--- config.mk ---
export PLATFORM = sky130hd
export DESIGN_NAME = afm_front
export DESIGN_NICKNAME = d
export VERILOG_FILES = /design/src/rtl/afm_pkg.sv /design/src/rtl/afm_front.sv
export SDC_FILE = /design/constraint.sdc
export NUM_CORES = 1
export LEC_CHECK = 0
export ABC_CLOCK_PERIOD_IN_PS = 10380
export BUFFER_PORTS_ARGS = -buffer_cell sky130_fd_sc_hd__buf_2
export CAP_MARGIN = 15
export CELL_PAD_IN_SITES_DETAIL_PLACEMENT = 1
export CELL_PAD_IN_SITES_GLOBAL_PLACEMENT = 2
export CORE_AREA = 2 2 198 200
export CTS_BUF_LIST = sky130_fd_sc_hd__clkbuf_16
export CTS_CLUSTER_DIAMETER = 30
export CTS_CLUSTER_SIZE = 28
export DETAILED_ROUTE_END_ITERATION = 8
export DIE_AREA = 0 0 200 202
export HOLD_SLACK_MARGIN = 0.03
export PLACE_DENSITY_LB_ADDON = 0.05
export SLEW_MARGIN = 20
export SYNTH_ARGS = -nofsm -noshare
export SYNTH_HDL_FRONTEND = slang
export SYNTH_SLANG_ARGS = --single-unit
--- constraint.sdc ---
create_clock -name i_clk -period 10.38 [get_ports i_clk]
set_input_delay 1.557 -clock i_clk [delete_from_list [all_inputs] [get_ports i_clk]]
set_output_delay 1.557 -clock i_clk [all_outputs]
set_load 0.02 [all_outputs]
--- src/rtl/afm_pkg.sv ---
`timescale 1ns / 1ps
// ----------------------------------------------------------------------------
// afm_pkg
// Shared types, constants and tables of the asymmetric FSK modulator.
// ----------------------------------------------------------------------------
package afm_pkg;

    // Default sizes of the datapath.
    localparam int SAMPLE_BITS_DEF   = 16;
    localparam int PHASE_BITS_DEF    = 32;
    localparam int OUT_BITS_DEF      = 16;
    localparam int CORDIC_STAGES_DEF = 16;

    // Fixed sizes.
    localparam int GAIN_BITS     = 32;
    localparam int CFG_ADDR_BITS = 1;
    localparam int GUARD_BITS    = 8;
    localparam int ATAN_ENTRIES  = 24;
    localparam int TURN_BITS     = 32;
    localparam int STEP_Q_DEPTH  = 4;

    // Reciprocal of the CORDIC gain in Q32.
    localparam longint unsigned INV_GAIN_Q32 = 64'd2608131496;

    // Configuration register indexes.
    typedef enum logic [CFG_ADDR_BITS-1:0] {
        REG_GAIN_NONNEG = 1'b0,
        REG_GAIN_NEG    = 1'b1
    } t_reg_idx;

    // One configuration write as seen by the front end.
    typedef struct packed {
        logic                 we;
        t_reg_idx             idx;
        logic [GAIN_BITS-1:0] data;
    } t_cfg_wr;

    // Arctangent of 2^-i in Q32 turns.
    function automatic logic [TURN_BITS-1:0] atan_turn(input int i);
        logic [TURN_BITS-1:0] v;
        case (i)
            0:       v = 32'd536870912;
            1:       v = 32'd316933406;
            2:       v = 32'd167458907;
            3:       v = 32'd85004756;
            4:       v = 32'd42667331;
            5:       v = 32'd21354465;
            6:       v = 32'd10679838;
            7:       v = 32'd5340245;
            8:       v = 32'd2670163;
            9:       v = 32'd1335087;
            10:      v = 32'd667544;
            11:      v = 32'd333772;
            12:      v = 32'd166886;
            13:      v = 32'd83443;
            14:      v = 32'd41722;
            15:      v = 32'd20861;
            16:      v = 32'd10430;
            17:      v = 32'd5215;
            18:      v = 32'd2608;
            19:      v = 32'd1304;
            20:      v = 32'd652;
            21:      v = 32'd326;
            22:      v = 32'd163;
            23:      v = 32'd81;
            default: v = '0;
        endcase
        return v;
    endfunction

    // Start vector of the rotation: full-scale amplitude with guard bits,
    // divided by the CORDIC gain.
    function automatic longint unsigned cordic_x0(input int out_bits);
        longint unsigned amp;
        amp = (64'd1 << (out_bits - 1)) - 64'd1;
        return ((amp << GUARD_BITS) * INV_GAIN_Q32) >> 32;
    endfunction

endpackage

--- src/rtl/afm_front.sv ---
`timescale 1ns / 1ps
// ----------------------------------------------------------------------------
// afm_front
// Holds the gain registers, picks the gain by the sign of each sample and
// registers the scaled phase step.
// ----------------------------------------------------------------------------
module afm_front #(
    parameter int SAMPLE_BITS = afm_pkg::SAMPLE_BITS_DEF,
    parameter int PHASE_BITS  = afm_pkg::PHASE_BITS_DEF
) (
    input  logic                   i_clk,
    input  logic                   i_rst_n,
    input  afm_pkg::t_cfg_wr       i_cfg,
    output logic                   o_phase_clr,
    input  logic                   i_valid,
    output logic                   o_ready,
    input  logic [SAMPLE_BITS-1:0] i_sample,
    output logic                   o_valid,
    input  logic                   i_ready,
    output logic [PHASE_BITS-1:0]  o_step
);

    localparam int GW     = afm_pkg::GAIN_BITS;
    localparam int PROD_W = SAMPLE_BITS + GW;
    localparam int SHIFT  = PHASE_BITS - (SAMPLE_BITS - 1) - 16;
    localparam int SH_W   = PROD_W + ((SHIFT > 0) ? SHIFT : 0);

    logic [GW-1:0]               r_gain_nonneg;
    logic [GW-1:0]               r_gain_neg;
    logic                        r_vld;
    logic                        n_vld;
    logic [PHASE_BITS-1:0]       r_step;
    logic signed [GW-1:0]        w_gain;
    logic signed [PROD_W-1:0]    w_prod;
    logic [PHASE_BITS-1:0]       w_step;
    logic                        w_accept;

    // Configuration decode; every legal index clears the phase.
    always_comb begin
        o_phase_clr = 1'b0;
        case (i_cfg.idx)
            afm_pkg::REG_GAIN_NONNEG: o_phase_clr = i_cfg.we;
            afm_pkg::REG_GAIN_NEG:    o_phase_clr = i_cfg.we;
            default:                  o_phase_clr = 1'b0;
        endcase
    end

    always_ff @(posedge i_clk) begin
        if (!i_rst_n) begin
            r_gain_nonneg <= '0;
            r_gain_neg    <= '0;
        end else if (i_cfg.we) begin
            case (i_cfg.idx)
                afm_pkg::REG_GAIN_NONNEG: r_gain_nonneg <= i_cfg.data;
                afm_pkg::REG_GAIN_NEG:    r_gain_neg    <= i_cfg.data;
                default:                  ;
            endcase
        end
    end

    // Negative samples use their own gain.
    assign w_gain = i_sample[SAMPLE_BITS-1] ? $signed(r_gain_neg) : $signed(r_gain_nonneg);
    assign w_prod = PROD_W'($signed(i_sample)) * PROD_W'(w_gain);

    // Scale the product to phase units; a right shift floors.
    generate
        if (SHIFT >= 0) begin : g_left
            logic signed [SH_W-1:0] w_ext;
            assign w_ext  = SH_W'(w_prod);
            assign w_step = PHASE_BITS'(w_ext <<< SHIFT);
        end else begin : g_right
            logic signed [PROD_W-1:0] w_shr;
            assign w_shr  = w_prod >>> (-SHIFT);
            assign w_step = w_shr[PHASE_BITS-1:0];
        end
    endgenerate

    assign o_ready  = !r_vld || i_ready;
    assign w_accept = i_valid && o_ready;

    always_comb begin
        n_vld = r_vld;
        if (w_accept) begin
            n_vld = 1'b1;
        end else if (i_ready) begin
            n_vld = 1'b0;
        end
    end

    always_ff @(posedge i_clk) begin
        if (!i_rst_n) begin
            r_vld <= 1'b0;
        end else begin
            r_vld <= n_vld;
        end
    end

    always_ff @(posedge i_clk) begin
        if (w_accept) begin
            r_step <= w_step;
        end
    end

    assign o_valid = r_vld;
    assign o_step  = r_step;

endmodule

Yosys cells after proc, flatten, opt, wreduce, memory -nomap -nowiden
Cells that the tools add are included.
Cells by class
  bitwise gates (word level): 1
  multiplexer cells: 3
  reduce and logical (&&, ||, !) cells: 6
  $mul: 1
Operators by type and width (number)
  multiplier 16 x 32 -> 31 bit: 1
  2-to-1 mux 32 bit: 1
  AND reduction 2 bit: 2
  2-to-1 mux 1 bit: 2
  nonzero test 2 bit: 1
  logical AND 1 bit: 1
  logical NOT 1 bit: 1
  logical OR 1 bit: 1
  inverter 1 bit: 1
Word-level totals
  bits of input ports: 54
  bits in registers: 96
  word-level logic and storage cells: 15

Logic depth before layout (Yosys ltp)
  depth in word-level cells: 4
  depth in mapped cells: 27

Least setup slack after synthesis
Ideal clock, no wire load.
  path type: input to register
  from: in i_sample[15]
  to: reg r_step[31], in the netlist o_step[31], data pin
  stages on the path: 25
  path buffers: 4
  arrival: 7.506 ns
  setup time: 0.259 ns
  path slack: 2.615 ns
  cell sequence: buf_6 -> buf_6 -> buf_2 -> mux2_2 -> clkbuf_1 -> and2_1 -> fa_1 -> inv_1 -> fa_1 -> fa_1 -> inv_1 -> fa_1 -> fa_1 -> inv_1 -> fa_1 -> inv_1 -> ha_1 -> a21oi_1 -> o21ai_0 -> or4_1 -> a221oi_1 -> o21ai_0 -> a31oi_1 -> a21oi_1 -> xnor2_1
Between the ends
  longest elaborated chain between the ends: 2
Ends and longest elaborated chain
  from (decl): line afm_front.sv:17  | input logic [SAMPLE_BITS-1:0] i_sample,
  2-to-1 mux 32 bit: line afm_front.sv:62  | assign w_gain = i_sample[SAMPLE_BITS-1] ? $signed(r_gain_neg) : $signed(r_gain_nonneg);
  multiplier 16 x 32 -> 31 bit (*): line afm_front.sv:63  | assign w_prod = PROD_W'($signed(i_sample)) * PROD_W'(w_gain);
  named net w_prod[30]: line afm_front.sv:34  | logic signed [PROD_W-1:0] w_prod;
  to (signal assigned): line afm_front.sv:100  | r_step <= w_step;
  to (decl): line afm_front.sv:32  | logic [PHASE_BITS-1:0] r_step;
Mark *: on every way through the listed nets, which the timed path passes. The rest lies on a longest branch.
A chain may end at the register's enable or synchronous reset.

Worst setup path in the final report
Ends and elaborated chain as after synthesis.

==> flow_metrics.tcl <==
set metrics [dict create \
    slew_headroom 0.336 \
    synthTopCellsByArea "fa_1 (38%), inv_1 (9.2%), nand2_1 (8.7%), dfxtp_1 (8.3%), ha_1 (7.4%)" \
    grt_use_total 0.223 \
    cts.reportedPaths.clkPinSlew_ns 0.08 \
    yosysWarnings 0 \
    worstPathMaxFanout 27 \
    async_flop_share 0 \
    slew_violations 0 \
    diodes 0 \
    cap_violations 0 \
    clkSinkCount 94 \
    finalWirelength_microns 41200 \
    synth_seq_area_share 0.144 \
    multi_input_area_sq_um 11300 \
    coreArea_sq_um 38300 \
    root_buffer "clkbuf_16" \
    first_pass_iters 4 \
    fill_cells 4547 \
    p_leak_uw 0.00767 \
    setup_violations 0 \
    antenna_found_initial 2 \
    fin_nets 2158 \
    final_area_sq_um 16300 \
    hold_path_class "register to register" \
    area_growth_pct 7.23 \
    cp-start-kind "primary input" \
    synth-seq-cells 94 \
    rows 72 \
    max_clock_freq_mhz 118 \
    pre_cts_ws_ns 1.50 \
    die_area_sq_um 40400 \
    vias 10858 \
    drc_errors 0 \
    drtIter0Drc 365 \
    grt_overflow 0 \
    hold_buffers 0 \
    start_util 0.397 \
    post-cts-setup-buffers 0 \
    via_per_inst 4.83 \
    portBuffers 86 \
    ir_worst_vdd_mv 0.0872 \
    synth_cell_types 55 \
    synth.cell_area_sq_um 15200 \
    status "completed" \
    critPathLaunch "i_sample[15]" \
    synth_edf_count 31 \
    cts.path.max_buffers 2 \
    tightestPinTransition_ns 0.996 \
    cp_data_required_time_ns 10.50 \
    place.gp.congestion 0.754 \
    layout-drive-gt1-share 0.0891 \
    grt_first_pass_wirelength_microns 68000 \
    rsz0062_at_grt "false" \
    grt_max_degree 64 \
    skew_ns 0.0104 \
    die_height_microns 202 \
    postCtsResizedCells 0 \
    place_area_sq_um 16000 \
    wl_per_cell_microns 18.3 \
    critPathKind "primary input to register" \
    power.density_nw_per_um2 142 \
    yosysMostFrequentCell "inv_1" \
    clk_latency_ns 0.38 \
    chipWidth_microns 200 \
    syn_inst 1702 \
    avgSynthCellArea_sq_um 8.93 \
    synth_common_cells "inv_1 (372), nand2_1 (353), fa_1 (290), and2_1 (138), ha_1 (90)" \
    min_period_ns 8.46 \
    r2r-start "r_gain_neg[7]" \
    antenna_left 0 \
    finalCritPeriodShare 0.815 \
    grt_pass1_vias 12449 \
    ys.flop_type "dfxtp_1" \
    hold_violations 0 \
    tns_ns 0 \
    dpl.hpwl_microns 31900 \
    hp-start "r_gain_neg[27]" \
    yosys.area.top_type "fa_1" \
    register_area_sq_um 2190 \
    utilization 0.426 \
    pin_count 89 \
    synth_nets 2136 \
    worst_slack_ns 1.92 \
    yosys.area.top_type_share 0.382 \
    cts_made_buffers 9 \
    arrival_ns 8.58 \
    cts_tree "done" \
    htreeDepth 3 \
    end_kind "register" \
]
[sequential cells by signal, indices dropped and copies added, names as in the netlist]
signal and count:
r_gain_nonneg 31, r_gain_neg 31, o_step 31, o_valid 1
[layout make-up]
| cell class | count | area share |
|---|---|---|
| clock buffers | 9 | 0.0138 |
| repair buffers | 92 | 0.0292 |
| clock inverters | 7 | 0.00422 |
| multi-input cells | 1154 | 0.693 |
| inverters | 373 | 0.0860 |
| flip-flops and latches | 94 | 0.134 |
| well taps | 518 | 0.0398 |
[worst max-delay path: stages]
cell and delay (ns):
buf_2 0.57, buf_4 0.31, mux2_2 0.50, and2_1 0.24, fa_1 0.53, inv_1 0.06, fa_1 0.54, inv_1 0.05
fa_1 0.49, inv_1 0.05, fa_1 0.57, fa_1 0.44, fa_1 0.49, inv_1 0.04, ha_1 0.36, nand2_1 0.10
o21ai_0 0.18, or4_1 0.48, a221oi_1 0.36, o21ai_0 0.14, a31oi_1 0.25, a21oi_1 0.12, xnor2_1 0.14
[logic make-up after synthesis]
group                    count (synthesis)  share of synthesized area
AND/OR/NAND/NOR                        567                      0.172
multiplexers                            31                     0.0243
AO/OA/AOI/OAI                          124                     0.0583
adder cells (fa/ha/maj)                380                      0.456
flip-flops                              94                      0.144
XOR/XNOR                                51                     0.0308
buffers and inverters                  454                      0.114
other                                    1                   0.000247
[stage by stage]
step	cells	hold slack [ns]	total power [uW]
floorplan	1702	0.440	1590
global placement	2231	0.450	1970
detailed placement	2231	0.461	2000
CTS	2247	0.473	2370
global route	2247	0.491	2580
finish	2247	0.468	2310
[layer usage]
| layer | GRT usage | vias to the layer above | share of wire |
|---|---|---|---|
| met3 | 0.0247 | 32 | 0.022 |
| met1 | 0.283 | 5672 | 0.44 |
| met2 | 0.404 | 108 | 0.52 |
| met5 | 0 | - | 0 |
| li1 | - | 5046 | - |
| met4 | 0.0537 | 0 | 0.017 |
[worst paths after layout]
check	to	slack, ns	cells past startpoint
max	o_step[31]	1.92	23
min	r_gain_neg[27]	0.47	2
max reg2reg	o_step[30]	3.54	19
min reg2reg	r_gain_neg[27]	0.47	2
[cells in the final DEF (no fill, tap or decap), drive strengths merged, types with 22 or more instances in the layout]
cell,n
ha,90
buf,92
a21boi,63
fa,290
nor2,22
dfxtp,63
inv,376
and2,138
nand2,354
mux2,29
xnor2,38
edfxtp,31
[where the power goes]
group / switching, uW / leakage (uW) / internal [uW] / total, uW
Combinational: 877 / 0.00671 / 580 / 1460
Sequential: 16.9 / 0.000820 / 488 / 505
Clock: 180 / 0.000143 / 169 / 349
Note: power is estimated with default switching activity, not from simulation.
