[src/rtl/afm_pkg.sv]
`timescale 1ns / 1ps
// ----------------------------------------------------------------------------
// afm_pkg
// Shared types, constants and tables of the asymmetric FSK modulator.
// ----------------------------------------------------------------------------
package afm_pkg;

    // Default sizes of the datapath.
    localparam int SAMPLE_BITS_DEF   = 16;
    localparam int PHASE_BITS_DEF    = 32;
    localparam int OUT_BITS_DEF      = 16;
    localparam int CORDIC_STAGES_DEF = 16;

    // Fixed sizes.
    localparam int GAIN_BITS     = 32;
    localparam int CFG_ADDR_BITS = 1;
    localparam int GUARD_BITS    = 8;
    localparam int ATAN_ENTRIES  = 24;
    localparam int TURN_BITS     = 32;
    localparam int STEP_Q_DEPTH  = 4;

    // Reciprocal of the CORDIC gain in Q32.
    localparam longint unsigned INV_GAIN_Q32 = 64'd2608131496;

    // Configuration register indexes.
    typedef enum logic [CFG_ADDR_BITS-1:0] {
        REG_GAIN_NONNEG = 1'b0,
        REG_GAIN_NEG    = 1'b1
    } t_reg_idx;

    // One configuration write as seen by the front end.
    typedef struct packed {
        logic                 we;
        t_reg_idx             idx;
        logic [GAIN_BITS-1:0] data;
    } t_cfg_wr;

    // Arctangent of 2^-i in Q32 turns.
    function automatic logic [TURN_BITS-1:0] atan_turn(input int i);
        logic [TURN_BITS-1:0] v;
        case (i)
            0:       v = 32'd536870912;
            1:       v = 32'd316933406;
            2:       v = 32'd167458907;
            3:       v = 32'd85004756;
            4:       v = 32'd42667331;
            5:       v = 32'd21354465;
            6:       v = 32'd10679838;
            7:       v = 32'd5340245;
            8:       v = 32'd2670163;
            9:       v = 32'd1335087;
            10:      v = 32'd667544;
            11:      v = 32'd333772;
            12:      v = 32'd166886;
            13:      v = 32'd83443;
            14:      v = 32'd41722;
            15:      v = 32'd20861;
            16:      v = 32'd10430;
            17:      v = 32'd5215;
            18:      v = 32'd2608;
            19:      v = 32'd1304;
            20:      v = 32'd652;
            21:      v = 32'd326;
            22:      v = 32'd163;
            23:      v = 32'd81;
            default: v = '0;
        endcase
        return v;
    endfunction

    // Start vector of the rotation: full-scale amplitude with guard bits,
    // divided by the CORDIC gain.
    function automatic longint unsigned cordic_x0(input int out_bits);
        longint unsigned amp;
        amp = (64'd1 << (out_bits - 1)) - 64'd1;
        return ((amp << GUARD_BITS) * INV_GAIN_Q32) >> 32;
    endfunction

endpackage

[src/rtl/afm_back.sv]
`timescale 1ns / 1ps
// ----------------------------------------------------------------------------
// afm_back
// Phase accumulator followed by a pipelined CORDIC sin/cos generator and a
// result register.
// ----------------------------------------------------------------------------
module afm_back #(
    parameter int PHASE_BITS    = afm_pkg::PHASE_BITS_DEF,
    parameter int OUT_BITS      = afm_pkg::OUT_BITS_DEF,
    parameter int CORDIC_STAGES = afm_pkg::CORDIC_STAGES_DEF
) (
    input  logic                  i_clk,
    input  logic                  i_rst_n,
    input  logic                  i_phase_clr,
    input  logic                  i_valid,
    output logic                  o_ready,
    input  logic [PHASE_BITS-1:0] i_step,
    output logic                  o_valid,
    input  logic                  i_ready,
    output logic [OUT_BITS-1:0]   o_i,
    output logic [OUT_BITS-1:0]   o_q
);

    localparam int TW = afm_pkg::TURN_BITS;
    localparam int G  = afm_pkg::GUARD_BITS;
    localparam int NST = (CORDIC_STAGES > afm_pkg::ATAN_ENTRIES) ?
                         afm_pkg::ATAN_ENTRIES : CORDIC_STAGES;
    localparam int XW = OUT_BITS + G + 2;
    localparam int ZW = TW + 2;
    localparam logic signed [XW-1:0] X0   = XW'(afm_pkg::cordic_x0(OUT_BITS));
    localparam logic signed [XW:0]   HALF = (XW+1)'(1) <<< (G - 1);
    localparam logic signed [XW:0]   OHI  = ((XW+1)'(1) <<< (OUT_BITS - 1)) - (XW+1)'(1);
    localparam logic signed [XW:0]   OLO  = ~OHI;

    logic                   w_en;
    logic                   w_pop;
    logic [PHASE_BITS-1:0]  r_phase;
    logic [PHASE_BITS-1:0]  w_phase_nxt;
    logic [TW-1:0]          w_turn;
    logic                   w_flip;

    logic                   r_vld  [NST+1];
    logic                   r_flip [NST+1];
    logic signed [XW-1:0]   r_x    [NST+1];
    logic signed [XW-1:0]   r_y    [NST+1];
    logic signed [ZW-1:0]   r_z    [NST+1];

    logic                   r_out_vld;
    logic [OUT_BITS-1:0]    r_out_i;
    logic [OUT_BITS-1:0]    r_out_q;
    logic signed [XW:0]     w_xs;
    logic signed [XW:0]     w_ys;
    logic signed [XW:0]     w_xn;
    logic signed [XW:0]     w_yn;
    logic signed [XW:0]     w_xc;
    logic signed [XW:0]     w_yc;

    // The whole pipeline advances unless a result waits at the output.
    assign w_en    = !r_out_vld || i_ready;
    assign o_ready = w_en;
    assign w_pop   = i_valid && w_en;

    assign w_phase_nxt = r_phase + i_step;

    generate
        if (PHASE_BITS >= TW) begin : g_trunc
            assign w_turn = w_phase_nxt[PHASE_BITS-1 -: TW];
        end else begin : g_pad
            assign w_turn = {w_phase_nxt, {(TW - PHASE_BITS){1'b0}}};
        end
    endgenerate

    // Second and third quadrant: rotate by a half turn, negate at the end.
    assign w_flip = w_turn[TW-1] ^ w_turn[TW-2];

    always_ff @(posedge i_clk) begin
        if (!i_rst_n) begin
            r_phase <= '0;
        end else if (i_phase_clr) begin
            r_phase <= '0;
        end else if (w_pop) begin
            r_phase <= w_phase_nxt;
        end
    end

    always_ff @(posedge i_clk) begin
        if (!i_rst_n) begin
            r_vld[0] <= 1'b0;
        end else if (w_en) begin
            r_vld[0] <= i_valid;
        end
    end

    always_ff @(posedge i_clk) begin
        if (w_en) begin
            r_flip[0] <= w_flip;
            r_x[0]    <= X0;
            r_y[0]    <= '0;
            r_z[0]    <= ZW'($signed({w_turn[TW-1] ^ w_flip, w_turn[TW-2:0]}));
        end
    end

    generate
        for (genvar i = 0; i < NST; i++) begin : g_stage
            localparam logic signed [ZW-1:0] ATAN = ZW'(afm_pkg::atan_turn(i));
            logic signed [XW-1:0] w_xsh;
            logic signed [XW-1:0] w_ysh;

            assign w_xsh = r_x[i] >>> i;
            assign w_ysh = r_y[i] >>> i;

            always_ff @(posedge i_clk) begin
                if (!i_rst_n) begin
                    r_vld[i+1] <= 1'b0;
                end else if (w_en) begin
                    r_vld[i+1] <= r_vld[i];
                end
            end

            always_ff @(posedge i_clk) begin
                if (w_en) begin
                    r_flip[i+1] <= r_flip[i];
                    if (!r_z[i][ZW-1]) begin
                        r_x[i+1] <= r_x[i] - w_ysh;
                        r_y[i+1] <= r_y[i] + w_xsh;
                        r_z[i+1] <= r_z[i] - ATAN;
                    end else begin
                        r_x[i+1] <= r_x[i] + w_ysh;
                        r_y[i+1] <= r_y[i] - w_xsh;
                        r_z[i+1] <= r_z[i] + ATAN;
                    end
                end
            end
        end
    endgenerate

    // Drop the guard bits rounding half up, undo the flip and saturate.
    assign w_xs = ((XW+1)'(r_x[NST]) + HALF) >>> G;
    assign w_ys = ((XW+1)'(r_y[NST]) + HALF) >>> G;
    assign w_xn = r_flip[NST] ? -w_xs : w_xs;
    assign w_yn = r_flip[NST] ? -w_ys : w_ys;

    always_comb begin
        w_xc = w_xn;
        if (w_xn > OHI) begin
            w_xc = OHI;
        end else if (w_xn < OLO) begin
            w_xc = OLO;
        end
        w_yc = w_yn;
        if (w_yn > OHI) begin
            w_yc = OHI;
        end else if (w_yn < OLO) begin
            w_yc = OLO;
        end
    end

    always_ff @(posedge i_clk) begin
        if (!i_rst_n) begin
            r_out_vld <= 1'b0;
        end else if (w_en) begin
            r_out_vld <= r_vld[NST];
        end
    end

    always_ff @(posedge i_clk) begin
        if (w_en) begin
            r_out_i <= w_xc[OUT_BITS-1:0];
            r_out_q <= w_yc[OUT_BITS-1:0];
        end
    end

    assign o_valid = r_out_vld;
    assign o_i     = r_out_i;
    assign o_q     = r_out_q;

endmodule

[config.mk]
export PLATFORM = sky130hd
export DESIGN_NAME = afm_back
export DESIGN_NICKNAME = d
export VERILOG_FILES = /design/src/rtl/afm_pkg.sv /design/src/rtl/afm_back.sv
export SDC_FILE = /design/constraint.sdc
export NUM_CORES = 2
export LEC_CHECK = 0
export BUFFER_PORTS_ARGS = -buffer_cell sky130_fd_sc_hd__buf_4
export CELL_PAD_IN_SITES_DETAIL_PLACEMENT = 1
export CELL_PAD_IN_SITES_GLOBAL_PLACEMENT = 2
export CORE_MARGIN = 2
export CORE_UTILIZATION = 35
export CTS_CLUSTER_SIZE = 8
export DETAILED_ROUTE_END_ITERATION = 10
export GPL_TIMING_DRIVEN = 0
export HOLD_SLACK_MARGIN = 0.02
export PLACE_DENSITY = 0.78
export SYNTH_ARGS = -nofsm -noshare
export SYNTH_HDL_FRONTEND = slang
export SYNTH_SLANG_ARGS = --single-unit
[constraint.sdc]
create_clock -name i_clk -period 6.1 [get_ports i_clk]
set_input_delay 1.22 -clock i_clk [delete_from_list [all_inputs] [get_ports i_clk]]
set_output_delay 1.22 -clock i_clk [all_outputs]
set_load 0.1 [all_outputs]
# Word-level counts from Yosys, hierarchy flattened
# Memory sizes are Yosys's and may differ from the RTL's. A register that Yosys moved wholly into a read port is not among the register bits.
# Index checks and enable logic that the tools add are counted.
# word_totals
register_bits	64
mem_bits_rw	1496
input_bits	37
output_inout_bits	34
wordCells	355
memories	5
# classes
add_sub_neg	100
n_lt_le_gt_ge	4
n_mux	170
bitwise	68
n_reduce_logical	5
# mem_list
memory	words	width	read_ports	rd_ports_with_merged_regs	write_ports	line_no	source
r_z	17	34	16	0	17	afm_back.sv:46	logic signed [ZW-1:0] r_z [NST+1];
r_x	17	26	17	0	17	afm_back.sv:44	logic signed [XW-1:0] r_x [NST+1];
r_y	17	26	17	0	17	afm_back.sv:45	logic signed [XW-1:0] r_y [NST+1];
r_flip	17	1	17	0	17	afm_back.sv:43	logic r_flip [NST+1];
r_vld	17	1	17	1	17	afm_back.sv:42	logic r_vld [NST+1];
# op_table
operator	count
26-bit 2-to-1 mux	32
34-bit 2-to-1 mux	16
1-bit 2-to-1 mux	118
1-bit OR	65
26-bit by 9-bit adder with 27-bit output (second input constant)	2
27-bit by 16-bit > comparator with 1-bit output (second input constant)	2
27-bit by 16-bit less-than comparator with 1-bit output (second input constant)	2
27-bit 2-to-1 mux	2
19-bit negation with 27-bit output	2
26-bit by 11-bit adder with 26-bit output	2
26-bit by 12-bit adder with 26-bit output	2
26-bit by 13-bit adder with 26-bit output	2
26-bit by 14-bit adder with 26-bit output	2
26-bit by 15-bit adder with 26-bit output	2
26-bit by 16-bit adder with 26-bit output	2
26-bit by 17-bit adder with 26-bit output	2
26-bit by 18-bit adder with 26-bit output	2
26-bit by 19-bit adder with 26-bit output	2
26-bit by 20-bit adder with 26-bit output	2
26-bit by 21-bit adder with 26-bit output	2
26-bit by 22-bit adder with 26-bit output	2
26-bit by 23-bit adder with 26-bit output	2
26-bit by 24-bit adder with 26-bit output	2
26-bit by 25-bit adder with 26-bit output	2
other kinds (57)	76

# Depth between registers and ports, before layout
# depth
word_depth	6
depth_mapped	23
depth_no_buf	21

# Least setup slack after synthesis
# No wires, ideal clock.
# synth_path
kind	in2reg
startpoint	input port i_ready
endpoint	memory r_z[1][31] (netlist bit) (data pin)
arrival_ns	6.668
required_time_ns	5.839
slack_ns	-0.829
stages	9
path_buffers	4
cell_sequence	nor2b_1 clkbuf_1 inv_1 clkbuf_1 clkbuf_1 clkbuf_1 nand2_1 fa_1 ha_1
# synth_rtl
item	line_no	source
from (decl)	afm_back.sv:19	input logic i_ready,
to (decl)	afm_back.sv:46	

==> impl_metrics.toml <==
[run_status]
status = "finished, final reports clean"

[clock_network]
cts_root_buf = "clkbuf_16"
clock-sinks = 1369
tritoncts = "yes"
cts_hold_buf = 0
cts_buffers = 201
clk_pin_slew_ns = 0.05
htree_levels = 4
clock_path_buffers = 4
clock_latency_ns = 0.88

[timing]
drv_slew = 0
hold_viol_final = 0
finalSetupViolCount = 0
fmax_ghz = 0.170
skew_ns = 0.0797
post-route-min-period_ns = 5.88
rsz0062_at_grt = "true"
relSlewSlack_pct = 7.17
fin_crit_sh_pct = 96.4
tightest_slew_ns = 1.39

[final_layout]
multi_input_area_sq_um = 63300
nets = 12200
utilization_pct = 39.3
syn_to_final_growth_pct = 11.6
ff_latch_area_sq_um = 40800
postLayoutCellArea_sq_um = 118000
drive_above_1_share_pct = 5.29
filler_cell_count = 33600

[grt]
grt_usage_pct = 19.5
grt_first_pass_wirelength_um = 484000
gr-total-overflow = 0
grt_pass1_vias = 86300
met2_usage_pct = 34.8
grt_max_degree = 91
grt_util_met1_pct = 24.6
top_usage_layer = "met2"
met3_usage_pct = 2.12
antenna_found_initial = 10

[die]
num_rows = 201
die_y_um = 554
initial_core_util_pct = 35.2
dieArea_sq_um = 307000
die_w_um = 554
coreArea_sq_um = 301000
pin_count = 71

[detailed_routing]
routed_wl_um = 306000
final_antenna_net_count = 0
via_count = 81400
drt-wirelength-per-cell_um = 20.5
drt-initial-drc-count = 4266
via_per_inst = 5.45
dr.pass1.iters = 5
drc = 0

[synthesis]
postSynthCellCount = 10600
ys_seq_area_share_pct = 38.5
ys_ff_latch = 1369
yosysTopAreaCell = "edfxtp_1"
syn_area_per_cell_sq_um = 9.99
async_reset_ff_share_pct = 0
synth_ff_type = "edfxtp_1"
ys_warn_count = 0
syn_area_sq_um = 106000
synth_area_leaders = "edfxtp_1 (38%), ha_1 (14%), xnor2_1 (8.2%)"
synth-edff-count = 1335
synth_top_area_share_pct = 37.8
yosysUniqueCellTypes = 96

[worst_setup_path]
rr_startpoint = "o_valid"
critical_path_peak_fanout = 10
cp.required_ns = 6.66
critPathKind = "in2reg"
r2r_end = "r_x[13][24]"
startpoint = "i_ready"
critPathLaunchType = "input pin"
regToRegSetupSlack_ns = 0.22
reg2regPathDepth = 21
crit_arrival_ns = 6.44
endpoint = "r_x[13][24]"
cp-end-kind = "flop"

[place]
placed_area_sq_um = 112000
place_congestion = 0.878
port_buffers = 70
dp_hpwl_um = 246000

[worst_hold_path]
hp-class = "reg2reg"

[flow_run]
max_cap_viol_count = 0
## worst min-delay path by stage
stage                            start       endpoint  slack [ns]  depth (start not counted)
after global routing        r_z[0][18]     r_z[1][18]        0.39                          0
after CTS                   r_z[0][14]     r_z[1][14]        0.36                          0
after global placement      r_z[0][24]     r_z[1][24]        0.40                          0
after floorplan           r_flip[0][9]  r_flip[0][10]        0.40                          0
after detailed placement    r_z[0][17]     r_z[1][17]        0.41                          0
final                       r_z[0][14]     r_z[1][14]        0.37                          0
## layout make-up
class | instances | share of cell area, %
well taps | 3958 | 4.19
diodes | 3 | 0.00635
clock buffers | 259 | 4.53
clock inverters | 20 | 0.200
inverters | 428 | 1.40
multi-input cells | 8666 | 53.6
flip-flops and latches | 1369 | 34.5
plain buffers | 142 | 0.671
repair buffers | 97 | 0.885
## layout by cell type, fill, tap and decap left out, drive strengths merged, types with 23 or more instances in the layout
| cell | instances |
|---|---|
| fa | 41 |
| xor2 | 541 |
| or3 | 75 |
| a2111oi | 27 |
| edfxtp | 1335 |
| ha | 1209 |
| nand2b | 147 |
| o31ai | 103 |
| nor2b | 157 |
| a211o | 25 |
| dfxtp | 34 |
| and2 | 52 |
| o21bai | 135 |
| nand4 | 70 |
| a21boi | 23 |
| o31a | 24 |
| nor2 | 812 |
| nand3 | 181 |
| xnor2 | 990 |
| nand2 | 611 |
| buf | 133 |
| inv | 423 |
| o211ai | 39 |
| a21oi | 1068 |
| clkbuf | 365 |
| o41ai | 34 |
| and3 | 110 |
| a211oi | 78 |
| or4 | 29 |
| o21a | 197 |
| o21ai | 584 |
| o2111ai | 27 |
| a21o | 484 |
| mux2i | 59 |
| or2 | 33 |
| mux2 | 42 |
| nor4 | 55 |
| a31oi | 82 |
| nor3 | 241 |
## worst max-delay path, cell delays in order
cell and delay [ns]:
buf_4 0.12, nor2b_4 0.27, buf_8 0.24, inv_1 0.11
clkbuf_8 0.24, nand2_4 0.24, clkinvlp_4 0.23, clkbuf_1 0.34
nor2_1 0.22, xor2_1 0.28, ha_1 0.33, a21o_1 0.19
a21o_1 0.19, a21oi_1 0.24, o21a_1 0.28, o31ai_1 0.15
or3_1 0.36, a31oi_2 0.34, o21ai_0 0.24, a211o_1 0.31
a21oi_1 0.17, xnor2_1 0.09
## stage by stage
| step | setup WS (ns) | instances | hold slack, ns | TNS, ns |
|---|---|---|---|---|
| 5_1_grt | -0.0579 | 14900 | 0.393 | -0.0732 |
| 6_report | 0.222 | 14900 | 0.373 | 0 |
| 4_1_cts | 0.00888 | 14900 | 0.365 | 0 |
| 3_3_place_gp | -4.87 | 14600 | 0.400 | -4964.82 |
| 2_1_floorplan | 0.0513 | 10600 | 0.400 | 0 |
| 3_5_place_dp | -4.01 | 14700 | 0.406 | -2061.58 |
## cell families after synthesis
kind of cell	synth area share, %
AOI/OAI and AO/OA	18.7
and+or+nand+nor	12.0
adders and majority gates	15.1
muxes	1.01
buffers and inverters	2.09
xor gates and xnor gates	12.7
other	0.00709
DFF	38.5
## registers in the layout, summed over array words and instances (netlist names)
| register | cells |
|---|---|
| r_flip | 17 |
| r_phase | 32 |
| o_valid | 1 |
| r_z | 508 |
| r_vld | 17 |
| o_q | 16 |
| r_y | 384 |
| r_x | 378 |
| o_i | 16 |
## timing repair
item	4_1_cts	5_1_grt
pin swaps	2	11
setup endpoints to repair	962	87
gates resized for setup	113	66
buffers inserted	3	7
## layer usage
metal  share of wire [%]  wire [um]
met1                  45     137000
met3                 3.1       9560
met2                  49     150000
met5                   0          0
met4                 3.2       9930
## cells in the mapped netlist, types with 197 or more instances
master and n:
a21o_1 484, edfxtp_1 1335, xnor2_1 990, ha_1 1209, o21a_1 197, o21ai_0 569, nor3_1 241, inv_1 421
nand2_1 611, nor2_1 812, xor2_1 541, a21oi_1 1068
Power is not shown: default switching activity piles up to over one toggle a cycle in this logic, so the estimate is an artifact.
