## config.mk

```make
export PLATFORM = sky130hd
export DESIGN_NAME = afm_fifo
export DESIGN_NICKNAME = d
export VERILOG_FILES = /design/src/rtl/afm_pkg.sv /design/src/rtl/afm_fifo.sv
export SDC_FILE = /design/constraint.sdc
export NUM_CORES = 1
export LEC_CHECK = 0
export BUFFER_PORTS_ARGS = -buffer_cell sky130_fd_sc_hd__buf_4
export CAP_MARGIN = 10
export CORE_UTILIZATION = 43
export CTS_CLUSTER_DIAMETER = 40
export DETAILED_ROUTE_END_ITERATION = 7
export PLACE_DENSITY_LB_ADDON = 0.3
export SLEW_MARGIN = 30
export SYNTH_ARGS = -nofsm -noshare
export SYNTH_HDL_FRONTEND = slang
export SYNTH_SLANG_ARGS = --single-unit
export TNS_END_PERCENT = 50
```

## constraint.sdc

```tcl
create_clock -name i_clk -period 2 [get_ports i_clk]
set_input_delay 0.2 -clock i_clk [delete_from_list [all_inputs] [get_ports i_clk]]
set_output_delay 0.2 -clock i_clk [all_outputs]
set_load 0.005 [all_outputs]
```

## src/rtl/afm_pkg.sv

```systemverilog
`timescale 1ns / 1ps
// ----------------------------------------------------------------------------
// afm_pkg
// Shared types, constants and tables of the asymmetric FSK modulator.
// ----------------------------------------------------------------------------
package afm_pkg;

    // Default sizes of the datapath.
    localparam int SAMPLE_BITS_DEF   = 16;
    localparam int PHASE_BITS_DEF    = 32;
    localparam int OUT_BITS_DEF      = 16;
    localparam int CORDIC_STAGES_DEF = 16;

    // Fixed sizes.
    localparam int GAIN_BITS     = 32;
    localparam int CFG_ADDR_BITS = 1;
    localparam int GUARD_BITS    = 8;
    localparam int ATAN_ENTRIES  = 24;
    localparam int TURN_BITS     = 32;
    localparam int STEP_Q_DEPTH  = 4;

    // Reciprocal of the CORDIC gain in Q32.
    localparam longint unsigned INV_GAIN_Q32 = 64'd2608131496;

    // Configuration register indexes.
    typedef enum logic [CFG_ADDR_BITS-1:0] {
        REG_GAIN_NONNEG = 1'b0,
        REG_GAIN_NEG    = 1'b1
    } t_reg_idx;

    // One configuration write as seen by the front end.
    typedef struct packed {
        logic                 we;
        t_reg_idx             idx;
        logic [GAIN_BITS-1:0] data;
    } t_cfg_wr;

    // Arctangent of 2^-i in Q32 turns.
    function automatic logic [TURN_BITS-1:0] atan_turn(input int i);
        logic [TURN_BITS-1:0] v;
        case (i)
            0:       v = 32'd536870912;
            1:       v = 32'd316933406;
            2:       v = 32'd167458907;
            3:       v = 32'd85004756;
            4:       v = 32'd42667331;
            5:       v = 32'd21354465;
            6:       v = 32'd10679838;
            7:       v = 32'd5340245;
            8:       v = 32'd2670163;
            9:       v = 32'd1335087;
            10:      v = 32'd667544;
            11:      v = 32'd333772;
            12:      v = 32'd166886;
            13:      v = 32'd83443;
            14:      v = 32'd41722;
            15:      v = 32'd20861;
            16:      v = 32'd10430;
            17:      v = 32'd5215;
            18:      v = 32'd2608;
            19:      v = 32'd1304;
            20:      v = 32'd652;
            21:      v = 32'd326;
            22:      v = 32'd163;
            23:      v = 32'd81;
            default: v = '0;
        endcase
        return v;
    endfunction

    // Start vector of the rotation: full-scale amplitude with guard bits,
    // divided by the CORDIC gain.
    function automatic longint unsigned cordic_x0(input int out_bits);
        longint unsigned amp;
        amp = (64'd1 << (out_bits - 1)) - 64'd1;
        return ((amp << GUARD_BITS) * INV_GAIN_Q32) >> 32;
    endfunction

endpackage

```

## src/rtl/afm_fifo.sv

```systemverilog
`timescale 1ns / 1ps
// ----------------------------------------------------------------------------
// afm_fifo
// Short first-in first-out queue of phase steps between front and back end.
// ----------------------------------------------------------------------------
module afm_fifo #(
    parameter int WIDTH = afm_pkg::PHASE_BITS_DEF,
    parameter int DEPTH = afm_pkg::STEP_Q_DEPTH
) (
    input  logic             i_clk,
    input  logic             i_rst_n,
    input  logic             i_valid,
    output logic             o_ready,
    input  logic [WIDTH-1:0] i_data,
    output logic             o_valid,
    input  logic             i_ready,
    output logic [WIDTH-1:0] o_data
);

    // DEPTH is a power of two so the pointers wrap on their own.
    localparam int AW = $clog2(DEPTH);

    logic [WIDTH-1:0] r_mem [DEPTH];
    logic [AW-1:0]    r_wr;
    logic [AW-1:0]    r_rd;
    logic [AW:0]      r_cnt;
    logic             w_push;
    logic             w_pop;

    assign o_ready = (r_cnt != (AW+1)'(DEPTH));
    assign o_valid = (r_cnt != '0);
    assign o_data  = r_mem[r_rd];
    assign w_push  = i_valid && o_ready;
    assign w_pop   = o_valid && i_ready;

    always_ff @(posedge i_clk) begin
        if (!i_rst_n) begin
            r_wr  <= '0;
            r_rd  <= '0;
            r_cnt <= '0;
        end else begin
            if (w_push) begin
                r_wr <= r_wr + AW'(1);
            end
            if (w_pop) begin
                r_rd <= r_rd + AW'(1);
            end
            if (w_push && !w_pop) begin
                r_cnt <= r_cnt + (AW+1)'(1);
            end else if (w_pop && !w_push) begin
                r_cnt <= r_cnt - (AW+1)'(1);
            end
        end
    end

    always_ff @(posedge i_clk) begin
        if (w_push) begin
            r_mem[r_wr] <= i_data;
        end
    end

endmodule

```

# Word level (Yosys, flattened, before mapping)
# Memory sizes are Yosys's and may differ from the RTL's. A register that Yosys moved wholly into a read port is not among the register bits.
# Index checks and enable logic that the tools add are counted.
[word_totals] out_inout_bits=34 register_bits=7 inputBits=36 mem_bits_rw=128 wordCells=23 mem_count=1
[memory_table] memory="r_mem" words=4 width=32 read_ports=1 rd_clocked_by_memory_dff=1 wr=1 line="afm_fifo.sv:23" text="logic [WIDTH-1:0] r_mem [DEPTH];"
[op_classes] reduce_logical=8 add_sub_neg=4 muxes=6 eq_ne=1
[op_table] operator="3-bit 2-to-1 mux" count=2
[op_table] operator="2-bit by 1-bit adder with 2-bit output, second input constant" count=2
[op_table] operator="1-bit logical AND" count=4
[op_table] operator="2-bit 2-to-1 mux" count=2
[op_table] operator="3-bit by 1-bit adder with 3-bit output, second input constant" count=1
[op_table] operator="3-bit != test, second input constant" count=1
[op_table] operator="3-bit nonzero test" count=1
[op_table] operator="3-bit by 1-bit subtractor with 3-bit output, second input constant" count=1
[op_table] operator="1-bit logical NOT" count=2
[op_table] operator="1-bit 2-to-1 mux" count=2
[op_table] operator="2-bit nonzero test" count=1

# Longest topological paths before layout
# Gate-level depths: netlist of the first run.
[logic_depth] word_depth=6 ltp_mapped=8 mapped_depth_nobuf=8

# Worst setup path before layout of the first run
# No wires, ideal clock.
[synth_path] path_kind="register to register" from="register r_cnt[0]" to="register r_cnt[2]" arrival_time_ps=2057 setup_time_ps=76 stages_incl_launch_ff=9 setup_slack_ps=-132 cell_sequence="dfxtp_1 > nor2_1 > a21boi_2 > ha_1 > inv_1 > fa_1 > xor2_1 > or3_1 > a21boi_0"
[synth_between] elab_chain_cells=5 word_cells_on_any_way=13
[synth_rtl] element="from (decl)" line="afm_fifo.sv:26" text="logic [AW:0] r_cnt;"
[synth_rtl] element="from (signal assigned)" line="afm_fifo.sv:49" text="r_cnt <= r_cnt + (AW+1)'(1);"
[synth_rtl] element="from (signal assigned)" line="afm_fifo.sv:51" text="r_cnt <= r_cnt - (AW+1)'(1);"
[synth_rtl] element="3-bit != test (*)" line="afm_fifo.sv:30" text="assign o_ready = (r_cnt != (AW+1)'(DEPTH));"
[synth_rtl] element="1-bit logical AND (*)" line="afm_fifo.sv:33" text="assign w_push = i_valid && o_ready;"
[synth_rtl] element="named net w_push" line="afm_fifo.sv:27" text="logic w_push;"
[synth_rtl] element="1-bit logical NOT" line="afm_fifo.sv:50" text="end else if (w_pop && !w_push) begin"
[synth_rtl] element="1-bit logical AND" line="afm_fifo.sv:50"
[synth_rtl] element="2-bit nonzero test (no source line)"
# The timed path passes the listed nets; every way through them passes the cells marked *. The select of a mux whose other input is x is not followed.
# A chain may end at the register's enable or synchronous reset.

# Worst setup path after layout of the first run
[layout_path] from="register r_cnt[0]" to="register r_cnt[2]"
[layout_between] elab_chain_cells=5 word_cells_on_any_way=13
[layout_rtl] element="parallel branches: the longest is 5 deep, another holds 3-bit by 1-bit subtractor with 3-bit output"
# Several ways; the timed one is not identified. The select of a mux whose other input is x is not followed.

==> impl_metrics.csv, run 1 <==
group,metric,value,unit
timing,post-route-period-util,0.955,
clock_network,cts_max_path_buffers,2,
routing,dr_total_vias,2473,
synth,avgSynthCellArea,24.0,µm²
worst_setup_path,rrSetupSlack,0.09,ns
grt,first_global_vias,2641,
worst_setup_path,crit_required,2.34,ns
grt,grt_max_degree,33,
routing,drc_errors,6,
worst_setup_path,crit_arrival,2.25,ns
timing,fin_crit,1.91,ns
timing,fmax,523,MHz
routing,dr.pass1.iters,8,
floorplanning,die-area,0.0124,mm²
synth,synthArstFlopShare,0,
placed_design,dp_hpwl,5.04,mm
synth,synth_ff_type,"edfxtp_1",
routing,via_per_inst,4.98,
worst_setup_path,cp_max_fo,6,
clock_network,numCtsBuffers,17,
synth,yosys-top-cells-count,"edfxtp_1, mux4_2, dfxtp_1, and2_1",
worst_setup_path,r2r_end,"r_cnt[2]$_SDFFE_PN0P_",
synth,yosys.area.top_type,"edfxtp_1",
grt,grt_pass1_wl,13.9,mm
floorplanning,start_util,0.446,
timing,max_slew.worst_pin.slew,0.266,ns
synth,yosys.cell_types.count,24,
worst_setup_path,crit_chain,"o31ai_4, ha_2, inv_1, fa_2, xor2_1, or3_1, a21boi_1",
synth,synth_edf_count,128,
placed_design,io_buffer_count,69,
worst_setup_path,critPathKind,"reg2reg",
min_path,hp-class,"in2reg",
placed_design,dpl.cell_count,430,
status,status,"finished, violations left",
clock_network,cts_htree_levels,4,
worst_setup_path,startpoint_type,"flip-flop",
timing,hold_viol,0,
timing,rsz0062_at_grt,"yes",
worst_setup_path,cp-end-kind,"flip-flop",
worst_setup_path,crit_family,"adder cells",
synth,synth_most_common_cell,"edfxtp_1",
cells_and_area,num_antenna_cells,0,
worst_setup_path,r2r_cells,7,
pwr,peakVddDrop,0.000738,V
synth,ys_top_cells_by_area,"edfxtp_1, mux4_2, dfxtp_1",
cells_and_area,drive_gt1_frac,0.432,
timing,slew_violations,0,
floorplanning,io_pins,70,
floorplanning,rows,39,
clock_network,cts.sinks,137,
worst_setup_path,critPathBufInv,1,
status,violations,"design-rule violations",
synth,syn_area,0.00515,mm²
min_path,worstHoldEndpoint,"r_rd[0]$_SDFFE_PN0P_",
timing,relSlewSlack,0.822,
synth,synth.yosys.warnings,0,
timing,final-setup-viol-count,0,
floorplanning,die_w,111,µm
synth,synthCells,215,
grt,grt_use_total,0.156,
clock_network,cts-root-buf,"clkbuf_16",
grt,antenna_found_initial,0,
pwr,p_leak,0.00238,µW
timing,fin_skew,0.00944,ns
min_path,worstHoldStart,"i_rst_n",
cells_and_area,syn_to_final_growth,32.0,%
pwr,p_per_area,1250,mW/mm²
synth,ys_seq_area_frac,0.781,
synth,ys_seq_elements,137,
routing,routed_wirelength,8.73,mm
cells_and_area,final_cell_count_no_fill,497,
routing,post_drt_wl_per_cell,17.6,µm
routing,drtAntennaViolNets,0,
grt,grt-ovfl-total,0,
clock_network,cts_tree,"built",
clock_network,clk_pin_slew,0.05,ns
worst_setup_path,cpMaxStageDelayCell,"dfxtp_4",
floorplanning,core,0.0116,mm²
routing,drtIter0Drc,132,
worst_setup_path,critPathMaxStageDelay,0.37,ns
run,drv_cap,0,
synth,synth_fp_nets,257,
clock_network,clk_latency,0.41,ns
cells_and_area,nets,383,
cells_and_area,stdcell_area,0.00680,mm²
floorplanning,chipHeight,111,µm
worst_setup_path,r2r-start,"r_cnt[0]$_SDFFE_PN0P_",
synth,yosysTopAreaCellShare,0.746,
placed_design,gp_congestion,0.664,
min_path,whs_path_depth,2,
placed_design,placed_area,0.00591,mm²
## area by class of cell
class	count	area, µm²
inverters	3	11.3
clock inverters	14	113
well taps	143	179
multi-input cells	67	1030
fillers	861	4760
flip-flops and latches	137	4040
clock buffers	18	429
repair buffers	115	1000
## sequential cells by signal (all words and copies together), names as in the netlist, named ones only
register,cells
r_mem,128
r_rd,2
r_cnt,3
r_wr,2
## cell families (layout without fill, tap and decap cells)
| family | count (synthesis) | after routing | synth area share |
|---|---|---|---|
| compound gates | 5 | 5 | 0.0119 |
| xor+xnor | 4 | 4 | 0.00680 |
| fa+ha+maj | 6 | 6 | 0.0160 |
| buf+inv | 11 | 150 | 0.0197 |
| flops | 137 | 137 | 0.781 |
| mux | 35 | 35 | 0.147 |
| simple gates | 17 | 17 | 0.0177 |
## metal layers
metal / global-route usage / wire length (µm) / part of all wire / vias up
li1: - / - / - / 1149
met3: 0.0517 / 466 / 0.053 / 10
met4: 0.0757 / 138 / 0.016 / 0
met1: 0.187 / 3640 / 0.42 / 1244
met2: 0.255 / 4480 / 0.51 / 70
met5: 0 / 0 / 0 / -
## layout by cell type (no fill, tap or decap)
cell             n
o31ai_4          1
buf_4           78
mux4_1           1
o311ai_2         1
inv_1            3
clkinv_2         6
mux4_2          31
dfxtp_4          2
nor2_1           1
dfxtp_1          4
clkinv_1         6
fa_2             1
and2_2           4
nand2_1          5
ha_1             4
a21boi_1         1
buf_8            1
o21ai_0          1
xor2_1           1
edfxtp_1       128
nor2b_1          1
clkbuf_1         1
buf_12           4
dfxtp_2          3
a21boi_2         1
or3_1            2
dlygate4sd3_1   32
clkbuf_16       17
mux2i_1          3
and2_1           4
bufinv_16        2
xnor2_1          3
ha_2             1
## worst max-delay path by stage
stage	start	to	slack, ns	cells past startpoint
6_report	r_cnt[0]$_SDFFE_PN0P_	r_cnt[2]$_SDFFE_PN0P_	0.09	7
5_1_grt	r_cnt[0]$_SDFFE_PN0P_	r_cnt[2]$_SDFFE_PN0P_	-0.02	7
4_1_cts	r_cnt[1]$_SDFFE_PN0P_	r_cnt[2]$_SDFFE_PN0P_	-0.03	7
3_5_place_dp	r_cnt[1]$_SDFFE_PN0P_	r_cnt[2]$_SDFFE_PN0P_	-0.02	7
3_3_place_gp	r_cnt[1]$_SDFFE_PN0P_	r_cnt[2]$_SDFFE_PN0P_	0.05	7
2_1_floorplan	r_cnt[0]$_SDFFE_PN0P_	r_cnt[2]$_SDFFE_PN0P_	0.002	8
## through the flow
step | hold WS (ns) | util | power [µW] | setup WS, ns | TNS [ns]
after global routing | 0.0917 | 0.588 | 8930 | -0.0167 | -0.0167
after global placement | 0.400 | 0.511 | 5640 | 0.0549 | 0
after floorplan | 0.299 | - | 4870 | 0.00223 | 0
after detailed placement | 0.402 | 0.511 | 5670 | -0.0194 | -0.0194
final | 0.0779 | 0.588 | 8520 | 0.0895 | 0
after CTS | 0.0619 | 0.586 | 8610 | -0.0324 | -0.0324
## power breakdown
part           internal, µW  switching (µW)  leakage, µW
combinational          1210             838     0.000857
sequential             3500             130      0.00125
clock                  1790            1060     0.000272
total                  6500            2020      0.00238
## repair_timing
| action | in CTS | in global routing |
|---|---|---|
| hold endpoints to repair | 128 | 0 |
| hold buffers | 32 | 0 |
| setup buffers | 0 | 3 |
| resized for setup | 1 | 5 |
| setup endpoints to repair | 17 | 6 |
| cloned | 0 | 0 |
| pin swaps | 0 | 3 |
(Power assumes the default switching activity.)
==> run 2: changes to the inputs <==
- CORE_UTILIZATION: 43 -> 30
- REMOVE_ABC_BUFFERS: not set -> 1
==> impl_metrics.csv, run 2 (same netlist as run 1, synthesis figures left out) <==
group,metric,value,unit
timing,fin_hold_ws,0.0797,ns
run,drv_cap,0,
worst_setup_path,r2r_end,"r_cnt[2]$_SDFFE_PN0P_",
worst_setup_path,crit_required,2.34,ns
status,status,"completed",
floorplanning,rows,47,
placed_design,placed_area,0.00607,mm²
floorplanning,chipHeight,133,µm
floorplanning,die-area,0.0177,mm²
min_path,hp-class,"in2reg",
worst_setup_path,r2r-start,"r_cnt[2]$_SDFFE_PN0P_",
cells_and_area,final_cell_mix,"edfxtp_1, buf_4, dlygate4sd3_1, mux4_2, clkbuf_16",
placed_design,io_buffer_count,69,
worst_setup_path,cp-end-kind,"flip-flop",
cells_and_area,fillCellCount,1508,
routing,drc_errors,0,
cells_and_area,layout_commonest_cell,"edfxtp_1",
timing,fin_skew,0.00694,ns
floorplanning,die_w,133,µm
floorplanning,io_pins,70,
clock_network,cts_htree_levels,4,
cells_and_area,num_antenna_cells,0,
cells_and_area,nets,390,
routing,dr.pass1.iters,4,
timing,hold_viol,0,
grt,first_global_vias,2705,
routing,routed_wirelength,9.74,mm
timing,postLayoutSetupSlackWorst,0.0774,ns
routing,dr_total_vias,2531,
timing,relSlewSlack,0.767,
clock_network,cts.sinks,137,
cells_and_area,stdcell_area,0.00698,mm²
cells_and_area,final_cell_count_no_fill,581,
cells_and_area,top_regs,"r_mem x128, r_cnt x3",
clock_network,cts-root-buf,"clkbuf_16",
clock_network,clk_pin_slew,0.06,ns
min_path,whs_path_depth,2,
clock_network,cts_max_path_buffers,2,
worst_setup_path,crit_arrival,2.26,ns
clock_network,numCtsBuffers,17,
grt,grt_pass1_wl,15.2,mm
pwr,p_per_area,1250,mW/mm²
timing,final-setup-viol-count,0,
timing,fin_crit,1.92,ns
grt,grt-ovfl-total,0,
min_path,worstHoldStart,"i_rst_n",
worst_setup_path,startpoint_type,"flip-flop",
placed_design,post-place-ws,-0.0810,ns
routing,drtAntennaViolNets,0,
worst_setup_path,rrSetupSlack,0.08,ns
floorplanning,core,0.0167,mm²
routing,drtIter0Drc,87,
pwr,peakVddDrop,0.000642,V
grt,antenna_found_initial,0,
timing,max_slew.worst_pin.slew,0.349,ns
timing,post-route-period-util,0.961,
worst_setup_path,critPathKind,"reg2reg",
placed_design,gp_congestion,0.644,
routing,post_drt_wl_per_cell,16.8,µm
cells_and_area,drive_gt1_frac,0.443,
pwr,p_leak,0.00242,µW
grt,grt_use_total,0.120,
timing,slew_violations,0,
cells_and_area,syn_to_final_growth,35.4,%
clock_network,cts_tree,"built",
timing,setup_tns,0,ns
grt,grt_max_degree,22,
placed_design,dp_hpwl,6.11,mm
placed_design,dpl.cell_count,513,
worst_setup_path,cp_max_fo,7,
cells_and_area,largest_reg_flops,128,
cells_and_area,top_register,"r_mem",
clock_network,clk_latency,0.41,ns
worst_setup_path,r2r_cells,7,
routing,via_per_inst,4.36,
timing,fmax,520,MHz
floorplanning,start_util,0.309,
-- run 2: repair_timing --
item / CTS / global route
buffers inserted: 2 / 2
setup endpoints to repair: 29 / 1
hold buffers: 32 / 0
pin swaps: 2 / 2
hold endpoints to repair: 128 / 0
resized for setup: 4 / 5
-- run 2: power breakdown --
group	switching [µW]	internal, µW	total, µW
clock network	1090	1810	2900
logic	870	1280	2150
registers	133	3500	3640
-- run 2: how the worst max path moves through the flow --
stage                             to                   from  cells after the start  slack, ns
2_1_floorplan             o_data[27]              flip-flop                      1      -0.34
3_3_place_gp   r_cnt[2]$_SDFFE_PN0P_  r_cnt[1]$_SDFFE_PN0P_                      8       0.03
3_5_place_dp   r_cnt[2]$_SDFFE_PN0P_  r_cnt[1]$_SDFFE_PN0P_                      8      -0.08
4_1_cts        r_cnt[2]$_SDFFE_PN0P_  r_cnt[2]$_SDFFE_PN0P_                      7      0.002
5_1_grt        r_cnt[2]$_SDFFE_PN0P_  r_cnt[2]$_SDFFE_PN0P_                      7     -0.003
6_report       r_cnt[2]$_SDFFE_PN0P_  r_cnt[2]$_SDFFE_PN0P_                      7       0.08
-- run 2: final cells by class --
| type | instances | area [µm²] | share of cell area |
|---|---|---|---|
| Timing Repair Buffer | 122 | 1070 | 0.153 |
| Clock buffer | 21 | 440 | 0.0631 |
| Tap cell | 220 | 275 | 0.0394 |
| Inverter | 3 | 11.3 | 0.00161 |
| Multi-Input combinational cell | 67 | 1040 | 0.149 |
| Clock inverter | 11 | 105 | 0.0151 |
| Sequential cell | 137 | 4040 | 0.579 |
-- run 2: metrics by stage --
step,utilization,total power [µW]
6_report,0.418,8690
5_1_grt,0.418,9120
4_1_cts,0.416,8820
3_5_place_dp,0.363,5810
3_3_place_gp,0.363,5770
2_1_floorplan,-,4700
-- run 2: critical path, stage by stage (launching register included) --
cell and delay, ns:
dfxtp_4 0.37, o31ai_4 0.27, ha_2 0.23, inv_1 0.05
fa_2 0.33, xor2_1 0.17, or3_1 0.30, a21boi_1 0.13
-- run 2: layer usage --
metal	up-vias	track usage	wire length, µm
met5	-	0	0
met4	0	0.0498	149
met3	13	0.0471	429
met2	54	0.201	5020
met1	1295	0.137	4130
li1	1169	-	-
==> run 3: changes to the inputs <==
==> constraint.sdc (replaced) <==
create_clock -name i_clk -period 2 [get_ports i_clk]
set_input_delay 0.6 -clock i_clk [delete_from_list [all_inputs] [get_ports i_clk]]
set_output_delay 0.6 -clock i_clk [all_outputs]
set_load 0.005 [all_outputs]
==> impl_metrics.csv, run 3 (same netlist as run 1, synthesis figures left out) <==
group,metric,value,unit
cells_and_area,syn_to_final_growth,32.4,%
timing,post-route-period-util,1.14,
worst_setup_path,crit_arrival,1.68,ns
timing,max_slew.worst_pin.slew,0.282,ns
timing,fmax,438,MHz
timing,hold_viol,0,
cells_and_area,nets,359,
grt,grt_use_total,0.120,
floorplanning,die_w,133,µm
clock_network,cts-root-buf,"clkbuf_16",
routing,drc_errors,0,
routing,via_per_inst,4.39,
worst_setup_path,cp_max_fo,6,
placed_design,post-place-ws,-0.212,ns
clock_network,cts_tree,"built",
pwr,peakVddDrop,0.000634,V
grt,busiest_layer,"met2",
grt,met2_usage,0.193,
worst_setup_path,critPathKind,"reg2out",
cells_and_area,largest_reg_flops,128,
timing,fin_skew,0.00643,ns
clock_network,clk_latency,0.41,ns
routing,drtAntennaViolNets,0,
timing,slew_violations,0,
floorplanning,core,0.0167,mm²
cells_and_area,final_cell_count_no_fill,550,
cells_and_area,multi_input_area,0.00103,mm²
grt,grt_max_degree,23,
placed_design,gp_congestion,0.679,
placed_design,dpl.cell_count,515,
cells_and_area,final_cell_mix,"edfxtp_1, buf_4, mux4_2, clkbuf_16, buf_6",
min_path,hp-class,"in2reg",
grt,first_global_vias,2631,
clock_network,cts_htree_levels,4,
worst_setup_path,cp-end-kind,"primary output",
routing,dr_total_vias,2413,
cells_and_area,top_regs,"r_mem x128, r_cnt x3",
clock_network,clk_pin_slew,0.06,ns
pwr,p_per_area,1330,mW/mm²
timing,rsz0062_at_grt,"yes",
cells_and_area,num_antenna_cells,0,
cells_and_area,register_area,0.00404,mm²
run,drv_cap,0,
grt,grt.met3_usage,0.0467,
timing,setup_tns,-7.83,ns
floorplanning,start_util,0.309,
status,violations,"negative setup slack",
grt,antenna_found_initial,0,
clock_network,cts.sinks,137,
floorplanning,die-area,0.0177,mm²
worst_setup_path,startpoint_type,"flip-flop",
grt,grt-ovfl-total,0,
grt,met1_usage,0.145,
floorplanning,chipHeight,133,µm
worst_setup_path,crit_required,1.40,ns
timing,relSlewSlack,0.812,
status,status,"finished, violations left",
floorplanning,rows,47,
cells_and_area,top_register,"r_mem",
routing,post_drt_wl_per_cell,17.5,µm
grt,grt_pass1_wl,15.1,mm
placed_design,dp_hpwl,6.04,mm
cells_and_area,final_util,0.409,
cells_and_area,layout_commonest_cell,"edfxtp_1",
clock_network,cts_max_path_buffers,2,
routing,dr.pass1.iters,4,
timing,final-setup-viol-count,32,
clock_network,numCtsBuffers,17,
routing,drtIter0Drc,113,
routing,routed_wirelength,9.61,mm
timing,postLayoutSetupSlackWorst,-0.281,ns
cells_and_area,fillCellCount,1517,
pwr,p_leak,0.00235,µW
floorplanning,io_pins,70,
placed_design,io_buffer_count,69,
timing,fin_crit,2.28,ns
cells_and_area,drive_gt1_frac,0.488,
==> run 3: final cells by class <==
class                   count  area share
multi-input cells          67       0.151
clock buffers              19      0.0634
inverters                   3     0.00165
well taps                 220      0.0403
flip-flops and latches    137       0.592
clock inverters            13      0.0259
repair buffers             91       0.126
==> run 3: per-stage QoR <==
| stage | hold WS [ns] | area [µm²] | total power, µW |
|---|---|---|---|
| after floorplan | 0.468 | 5060 | 4700 |
| after global placement | 0.484 | 6110 | 5770 |
| after detailed placement | 0.500 | 6110 | 5810 |
| after CTS | 0.364 | 6810 | 9240 |
| after global routing | 0.361 | 6820 | 9550 |
| final | 0.385 | 6820 | 9090 |
==> run 3: final timing paths <==
| kind | from | to | slack, ns | cells past startpoint |
|---|---|---|---|---|
| setup reg to reg | r_cnt[1]$_SDFFE_PN0P_ | r_cnt[2]$_SDFFE_PN0P_ | 0.07 | 7 |
| hold reg to reg | r_wr[1]$_SDFFE_PN0P_ | r_wr[1]$_SDFFE_PN0P_ | 0.50 | 2 |
| setup / recovery | flip-flop | o_data[11] | -0.28 | 4 |
| hold / removal | i_data[16] | r_mem[1][16]$_DFFE_PP_ | 0.39 | 1 |
==> run 3: critical path, stage by stage (launching register included) <==
cell and delay (ns):
dfxtp_4 0.38, buf_12 0.14, buf_12 0.12, mux4_2 0.50, buf_6 0.13
==> run 3: timing repair <==
action,CTS,global route
gates cloned,0,0
endpoints found under the setup margin,33,33
gates resized for setup,16,4
setup buffers,2,1
pin swaps,0,1
hold buffers,0,0
==> run 3: per-layer routing <==
layer	vias up	routed length, µm	part of all wire
met5	-	0	0
li1	1098	-	-
met3	13	473	0.049
met4	0	123	0.013
met1	1249	4130	0.43
met2	53	4880	0.51
==> run 3: power by group <==
group	total, µW	switching (µW)	internal, µW
Clock	3210	1130	2080
Combinational	2250	884	1370
Sequential	3630	130	3500
